===== config.mk =====
export PLATFORM = sky130hd
export DESIGN_NAME = lobm_ctrl
export DESIGN_NICKNAME = d
export VERILOG_FILES = /design/src/rtl/lobm_pkg.sv /design/src/rtl/lobm_ctrl.sv
export SDC_FILE = /design/constraint.sdc
export NUM_CORES = 1
export LEC_CHECK = 0
export BUFFER_PORTS_ARGS = -buffer_cell sky130_fd_sc_hd__buf_2
export CAP_MARGIN = 20
export CORE_AREA = 10 10 47 49
export CTS_CLUSTER_SIZE = 30
export DETAILED_ROUTE_END_ITERATION = 10
export DIE_AREA = 0 0 57 59
export GPL_ROUTABILITY_DRIVEN = 0
export PLACE_DENSITY_LB_ADDON = 0.2
export SLEW_MARGIN = 15
export SYNTH_ARGS = -nofsm -noshare
export SYNTH_HDL_FRONTEND = slang
export SYNTH_SLANG_ARGS = --single-unit
export TNS_END_PERCENT = 10

===== constraint.sdc =====
create_clock -name clk -period 1.2 [get_ports clk]
set_input_delay 0.24 -clock clk [delete_from_list [all_inputs] [get_ports clk]]
set_output_delay 0.24 -clock clk [all_outputs]
set_load 0.05 [all_outputs]

===== src/rtl/lobm_pkg.sv =====
package lobm_pkg;

    localparam int BOOK_DEPTH   = 64;
    localparam int PRICE_WIDTH  = 32;
    localparam int VOLUME_WIDTH = 32;
    localparam int ADDR_W       = $clog2(BOOK_DEPTH);
    localparam int CNT_W        = $clog2(BOOK_DEPTH + 1);

    localparam logic [1:0] REQ_BUY    = 2'd0;
    localparam logic [1:0] REQ_SELL   = 2'd1;

    localparam logic [1:0] ST_RESTED  = 2'd0;
    localparam logic [1:0] ST_FILLED  = 2'd1;
    localparam logic [1:0] ST_INVALID = 2'd2;
    localparam logic [1:0] ST_DROPPED = 2'd3;

    typedef struct packed {
        logic [1:0]              req_type;
        logic [PRICE_WIDTH-1:0]  order_price;
        logic [VOLUME_WIDTH-1:0] order_volume;
    } order_t;

    typedef struct packed {
        logic [1:0]              status;
        logic [VOLUME_WIDTH-1:0] remaining_volume;
        logic [PRICE_WIDTH-1:0]  best_bid;
        logic [PRICE_WIDTH-1:0]  best_ask;
        logic [PRICE_WIDTH-1:0]  last_deal_price;
    } result_t;

    typedef struct packed {
        logic [PRICE_WIDTH-1:0]  price;
        logic [VOLUME_WIDTH-1:0] volume;
    } entry_t;

    typedef enum logic [3:0] {
        S_IDLE,
        S_OPP_RD,
        S_OPP_CMP,
        S_POST,
        S_INS_RD,
        S_INS_CMP,
        S_HEAD_RD,
        S_EMIT
    } ctrl_state_t;

    typedef enum logic [3:0] {
        OP_NONE,
        OP_LOAD,
        OP_OPP_RD,
        OP_TAKE_FULL,
        OP_TAKE_PART,
        OP_FILLED,
        OP_DROP,
        OP_INS_START,
        OP_INS_RD,
        OP_INS_SHIFT,
        OP_INS_PLACE,
        OP_HEAD_RD,
        OP_EMIT
    } dp_op_t;

    typedef struct packed {
        dp_op_t op;
    } dp_cmd_t;

    typedef struct packed {
        logic invalid;
        logic vol_zero;
        logic opp_empty;
        logic match;
        logic vol_ge;
        logic own_full;
        logic pos_zero;
        logic shift_ok;
    } dp_stat_t;

    // Map a position within a book to its circular-buffer address
    function automatic logic [ADDR_W-1:0] phys_addr(input logic [ADDR_W-1:0] head,
                                                    input logic [CNT_W-1:0]  idx);
        logic [CNT_W:0] sum;
        sum = (CNT_W+1)'(head) + (CNT_W+1)'(idx);
        if (sum >= (CNT_W+1)'(BOOK_DEPTH))
        begin
            sum = sum - (CNT_W+1)'(BOOK_DEPTH);
        end
        return sum[ADDR_W-1:0];
    endfunction

    function automatic logic [ADDR_W-1:0] head_inc(input logic [ADDR_W-1:0] head);
        return (head == ADDR_W'(BOOK_DEPTH - 1)) ? '0 : head + ADDR_W'(1);
    endfunction

endpackage


===== src/rtl/lobm_ctrl.sv =====
module lobm_ctrl
    import lobm_pkg::*;
(
    input  logic     clk,
    input  logic     rst_n,
    input  logic     start,
    input  dp_stat_t stat,
    output dp_cmd_t  cmd,
    output logic     busy
);

    ctrl_state_t state_reg;
    ctrl_state_t state_next;

    // Hold state
    always_ff @(posedge clk or negedge rst_n)
    begin
        if (!rst_n)
        begin
            state_reg <= S_IDLE;
        end
        else
        begin
            state_reg <= state_next;
        end
    end

    // Next state
    always_comb
    begin
        state_next = state_reg;
        unique case (state_reg)
            S_IDLE:
            begin
                if (start)
                begin
                    state_next = S_OPP_RD;
                end
            end
            S_OPP_RD:
            begin
                if (stat.invalid)
                begin
                    state_next = S_HEAD_RD;
                end
                else if (stat.vol_zero || stat.opp_empty)
                begin
                    state_next = S_POST;
                end
                else
                begin
                    state_next = S_OPP_CMP;
                end
            end
            S_OPP_CMP:
            begin
                state_next = (stat.match && stat.vol_ge) ? S_OPP_RD : S_POST;
            end
            S_POST:
            begin
                state_next = (stat.vol_zero || stat.own_full) ? S_HEAD_RD : S_INS_RD;
            end
            S_INS_RD:
            begin
                state_next = stat.pos_zero ? S_HEAD_RD : S_INS_CMP;
            end
            S_INS_CMP:
            begin
                state_next = stat.shift_ok ? S_INS_RD : S_HEAD_RD;
            end
            S_HEAD_RD: state_next = S_EMIT;
            S_EMIT:    state_next = S_IDLE;
            default:   state_next = S_IDLE;
        endcase
    end

    // Command decode
    always_comb
    begin
        cmd.op = OP_NONE;
        unique case (state_reg)
            S_IDLE:
            begin
                if (start)
                begin
                    cmd.op = OP_LOAD;
                end
            end
            S_OPP_RD: cmd.op = OP_OPP_RD;
            S_OPP_CMP:
            begin
                if (!stat.match)
                begin
                    cmd.op = OP_NONE;
                end
                else if (stat.vol_ge)
                begin
                    cmd.op = OP_TAKE_FULL;
                end
                else
                begin
                    cmd.op = OP_TAKE_PART;
                end
            end
            S_POST:
            begin
                if (stat.vol_zero)
                begin
                    cmd.op = OP_FILLED;
                end
                else if (stat.own_full)
                begin
                    cmd.op = OP_DROP;
                end
                else
                begin
                    cmd.op = OP_INS_START;
                end
            end
            S_INS_RD:  cmd.op = stat.pos_zero ? OP_INS_PLACE : OP_INS_RD;
            S_INS_CMP: cmd.op = stat.shift_ok ? OP_INS_SHIFT : OP_INS_PLACE;
            S_HEAD_RD: cmd.op = OP_HEAD_RD;
            S_EMIT:    cmd.op = OP_EMIT;
            default:   cmd.op = OP_NONE;
        endcase
    end

    assign busy = (state_reg != S_IDLE);

endmodule


## Word-level counts from Yosys, hierarchy flattened

Cells that the tools add are included.

- Logic and storage cells: 30
- Input port bits: 11
- Flip-flop bits (word level): 4

- Muxes and demuxes: 16
- Equality and inequality tests: 8
- Reductions and logical operators: 5

Operator list:

| kind | number |
|---|---|
| 4-bit case mux with 8 select lines | 1 |
| 4-bit case mux with 7 select lines | 1 |
| 4-bit by 3-bit == test with 1-bit output, second input constant | 4 |
| 2-bit two-way mux | 7 |
| 3-bit two-way mux | 3 |
| 4-bit by 2-bit == test with 1-bit output, second input constant | 2 |
| 4-bit by 1-bit == test with 1-bit output, second input constant | 1 |
| 4-bit zero test | 1 |
| 4-bit two-way mux | 1 |
| 4-bit nonzero test | 1 |
| 1-bit two-way mux | 3 |
| 1-bit logical OR | 2 |
| 2-bit != test, second input constant | 1 |
| 1-bit logical AND | 1 |

## Longest topological paths before layout

- Depth in word-level cells: 4
- Gate-level depth with buffers: 4
- Gate-level depth less buffers: 3

## Worst setup path after synthesis

Ideal clock, no wire load.

- Kind: register -> output
- Start: register state_reg[2]
- End: output port cmd[0] (netlist name)
- Path slack: -0.467 ns
- Data required time: 0.960 ns
- Cell stages (with the launch flop): 4
- Data arrival time: 1.427 ns
- Cells stage by stage: dfrtp_1 -> and2b_1 -> mux2i_1 -> o211ai_1

RTL lines:

| item | RTL line | text |
|---|---|---|
| start: declaration | lobm_ctrl.sv:12 | `ctrl_state_t state_reg;` |
| start signal: assignment | lobm_ctrl.sv:24 | `state_reg <= state_next;` |
| end: declaration | lobm_ctrl.sv:8 | `output dp_cmd_t cmd,` |

==> summary.md <==
| Metric | Value |
|---|---|
| Status | finished with violations |
| Failing checks | negative setup slack |
| Slowest Stage Delay on Critical Path | 0.45 ns |
| VDD IR-drop max | around 1.3 mV |
| CP Launch Point | state_reg[1] |
| Psw | around 0.00090 W |
| Worst EP required | 0.96 ns |
| Ys Warns | 0 |
| Total track usage | 5.52% |
| Hold Fails Final Rpt | 0 |
| Starting Density | 22.1% |
| Least-Margin Pin Slew | 0.251 ns |
| Critical path class | flop to output pin |
| Diodes inserted | 0 |
| CP endpoint kind | output pin |
| Fillers | 159 |
| Drt wl/cell | 11.4 µm |
| Cell Pwr Density | 3300 nW/µm² |
| Number of DRC markers in iteration 0 | 6 |
| Fmax | roughly 0.62 GHz |
| Crit path depth | 5 |
| Routing usage on met3 | less than 1% |
| Worst setup endpoint | cmd[0] |
| Cts bufs inserted | 3 |
| Worst setup SP type | flop |
| Tmin final | 1.62 ns |
| Total Wirelength | between 900 and 1000 µm |
| Number of global-route vias before repair | between 300 and 400 |
| Crit path max fanout | 7 |
| Final ANT Viol Nets | 0 |
| Number of flip-flops in the largest register | 3 |
| Net Count, Synth | 52 |
| Synth Area in Compound Gates | 17.4% |
| Largest net degree at the start of global routing | 8 |
| Max Slew Vio Count | 0 |
| First-pass DRT Iterations | 4 |
| Switching share of power | 49.5% |
| Port Buffers | 15 |
| Final setup fails | 4 |
| Remaining DRCs | 0 |
| Reg2reg start | state_reg[2] |
| #FFs+latches synth | 3 |
| Via-to-Cell Ratio | 4.48 |
| Global-route met2 utilization | 9.46% |
| Slew HR | between 80% and 90% |
| Layout cells sized above 1 | 55.2% |
| First-pass GRT wire length | 1550 µm |
| Synth Cell Area | 309 µm² |
| Simple-Gate Fraction of Synth Area | 42.9% |
| Largest family of logic cells by synthesized area | simple AND/OR/NAND/NOR gates |
| Met1 Track Usage GR | under 10% |
| Gr busiest metal | met2 |
| H-tree depth | 1 |
| Clk Latency, worst-skew pair | 0.23 ns |
| Worst R2R Setup Slack | 0.10 ns |
| Critical path's slowest cell | dfrtp_2 |
| Post-synth cell types | 24 |
| Core box area | 1400 µm² |
| Crit-path cells | buf_4 > inv_2 > mux2i_1 > o211ai_1 > buf_4 |
| Reg clk slew, reported paths | 0.04 ns |
| Clock skew | 0.00595 ns |
| Tcrit/Tclk final | 135% |
| CTS tree | yes |
| Setup WS post-layout | -0.416 ns |
| IO Pins | 16 |
| Post-DP HPWL | 769 µm |
| Sequential area share after synthesis | 24.3% |
| Delay-heaviest family, CP | flip-flops |
| RR Endpoint | state_reg[0] |
| Worst R2R Path Depth | 4 |
| Max cap viols | 0 |
| Rows | 14 |
| DR vias | roughly 370 |
| Adder-cell share of the synthesized area | 0% |
| Die area | 3360 µm² |
| Worst path bufs/invs | 3 |
| Area delta synth->final | 79.4% |
| Worst hold-check path type | input port to flop |
| Post-synthesis mux area share | 3.24% |
| DP Area | 438 µm² |
| RSZ-0062 raised after global routing | yes |
| Combinational power share | 75.0% |
| CTS Buffer Depth | 2 |
| Chip Width | 57 µm |
| Total gr overflow | 0 |
| Syn Inst Count | 41 |
| Clk sink count | 3 |
| Antenna violations before repair | 0 |
| Share of power burned in registers | 15.3% |
| Design area | 554 µm² |
| Internal | approximately 0.00092 W |
| CP arrival | ~1.4 ns |
| Clock power frac | approximately a tenth |
| Nets | 79 |
| WHS | approximately 0.27 ns |
| Most Frequent Cell on Critical Path | buf_4 |
| Leakage | 0.268 nW |
| Die Span Y | ~59 µm |
| CTS root buf | clkbuf_4 |
| Syn avg cell area | 7.54 µm² |
| XOR/XNOR share of the synthesized area | 0% |
[area by class of cell]
class | count | area (µm²) | share of cell area (%)
Sequential cell | 3 | 78.8 | 14.2
Multi-Input combinational cell | 33 | 233 | 42.0
Clock buffer | 4 | 26.3 | 4.74
Tap cell | 16 | 20.0 | 3.61
Inverter | 1 | 3.75 | 0.677
Timing Repair Buffer | 26 | 193 | 34.8
[logic make-up after synthesis]
group	count (synthesis)
AO/OA/AOI/OAI	9
buffers and inverters	5
flip-flops	3
multiplexers	1
AND/OR/NAND/NOR	23
[stage by stage]
stage                     setup TNS, ns  utilization [%]  setup slack, ns  power (W)  std cells
after floorplan                   -1.27                -           -0.467    0.00106         41
after global placement           -0.919             31.3           -0.269    0.00140         77
after detailed placement         -0.879             31.3           -0.259    0.00138         77
after CTS                         -1.55             38.1           -0.414    0.00179         82
after global routing              -1.77             39.6           -0.466    0.00195         83
final                             -1.55             39.6           -0.416    0.00183         83
[Yosys cell counts]
cell type / n / share of area (%)
a31oi_1: 1 / 2.0
and2_1: 1 / 2.0
and2b_1: 2 / 4.9
and3b_1: 1 / 2.8
buf_4: 1 / 2.4
buf_6: 2 / 7.3
clkbuf_1: 1 / 1.2
dfrtp_1: 3 / 24
inv_2: 1 / 1.2
mux2i_1: 1 / 3.2
nand2_1: 5 / 6.1
nand2b_1: 1 / 2.0
nand3_1: 3 / 4.9
nand3b_1: 1 / 2.4
nor2_1: 3 / 3.6
nor2b_1: 1 / 2.0
nor2b_2: 1 / 2.8
nor3_1: 1 / 1.6
nor3b_1: 1 / 2.4
nor4bb_1: 1 / 3.2
o211ai_1: 3 / 7.3
o21ai_0: 3 / 4.9
o21ai_1: 2 / 3.2
or3_1: 1 / 2.0
[power groups by stage]
| stage | Clock, W | Combinational, W | Sequential (W) |
|---|---|---|---|
| final | 0.000177 | 0.00137 | 0.000280 |
| after CTS | 0.000180 | 0.00134 | 0.000266 |
| after floorplan | 0 | 0.000880 | 0.000185 |
| after detailed placement | 0 | 0.00114 | 0.000240 |
| after global routing | 0.000184 | 0.00148 | 0.000291 |
| after global placement | 0 | 0.00116 | 0.000239 |
[timing repair]
action,CTS,global route
pin swaps,2,2
hold endpoints to repair,3,0
buffers inserted,0,1
gates resized for setup,17,2
hold buffers,1,0
endpoints found under the setup margin,4,4
[worst min-delay path by stage]
stage	start	endpoint	slack [ns]	cells after the start
after detailed placement	rst_n	state_reg[2]	0.04	1
after floorplan	rst_n	state_reg[0]	-0.06	0
final	stat[7]	state_reg[2]	0.27	3
after global routing	stat[7]	state_reg[2]	0.31	3
after global placement	rst_n	state_reg[2]	0.04	1
after CTS	stat[7]	state_reg[2]	0.27	3
[per-layer routing]
metal / vias to the layer above / routed length, µm
met5: - / 0
met4: 0 / 0
met3: 0 / 34
met2: 9 / 485
met1: 166 / 427
li1: 197 / -
[cell usage in the layout, fill, tap and decap left out]
master / instances
buf_4: 9
nor3b_2: 1
and2b_1: 2
nand3b_1: 1
nor2_1: 3
or3_4: 1
dlygate4sd3_1: 1
inv_2: 1
nor3_1: 1
dfrtp_2: 3
buf_6: 4
and2_1: 1
nand3_1: 3
buf_8: 1
nor2b_4: 1
clkbuf_4: 3
a31oi_2: 1
o211ai_1: 3
and3b_1: 1
o21ai_1: 2
mux2i_1: 1
buf_2: 11
nor4bb_4: 1
nor2b_1: 1
clkbuf_1: 1
nand2_1: 5
nand2b_1: 1
o21ai_0: 3
[tightest hold or removal path, stage by stage]
cell     delay (ns)
buf_2          0.08
o21ai_0        0.07
nand2_1        0.07
Note: power is estimated with default switching activity, not from simulation.
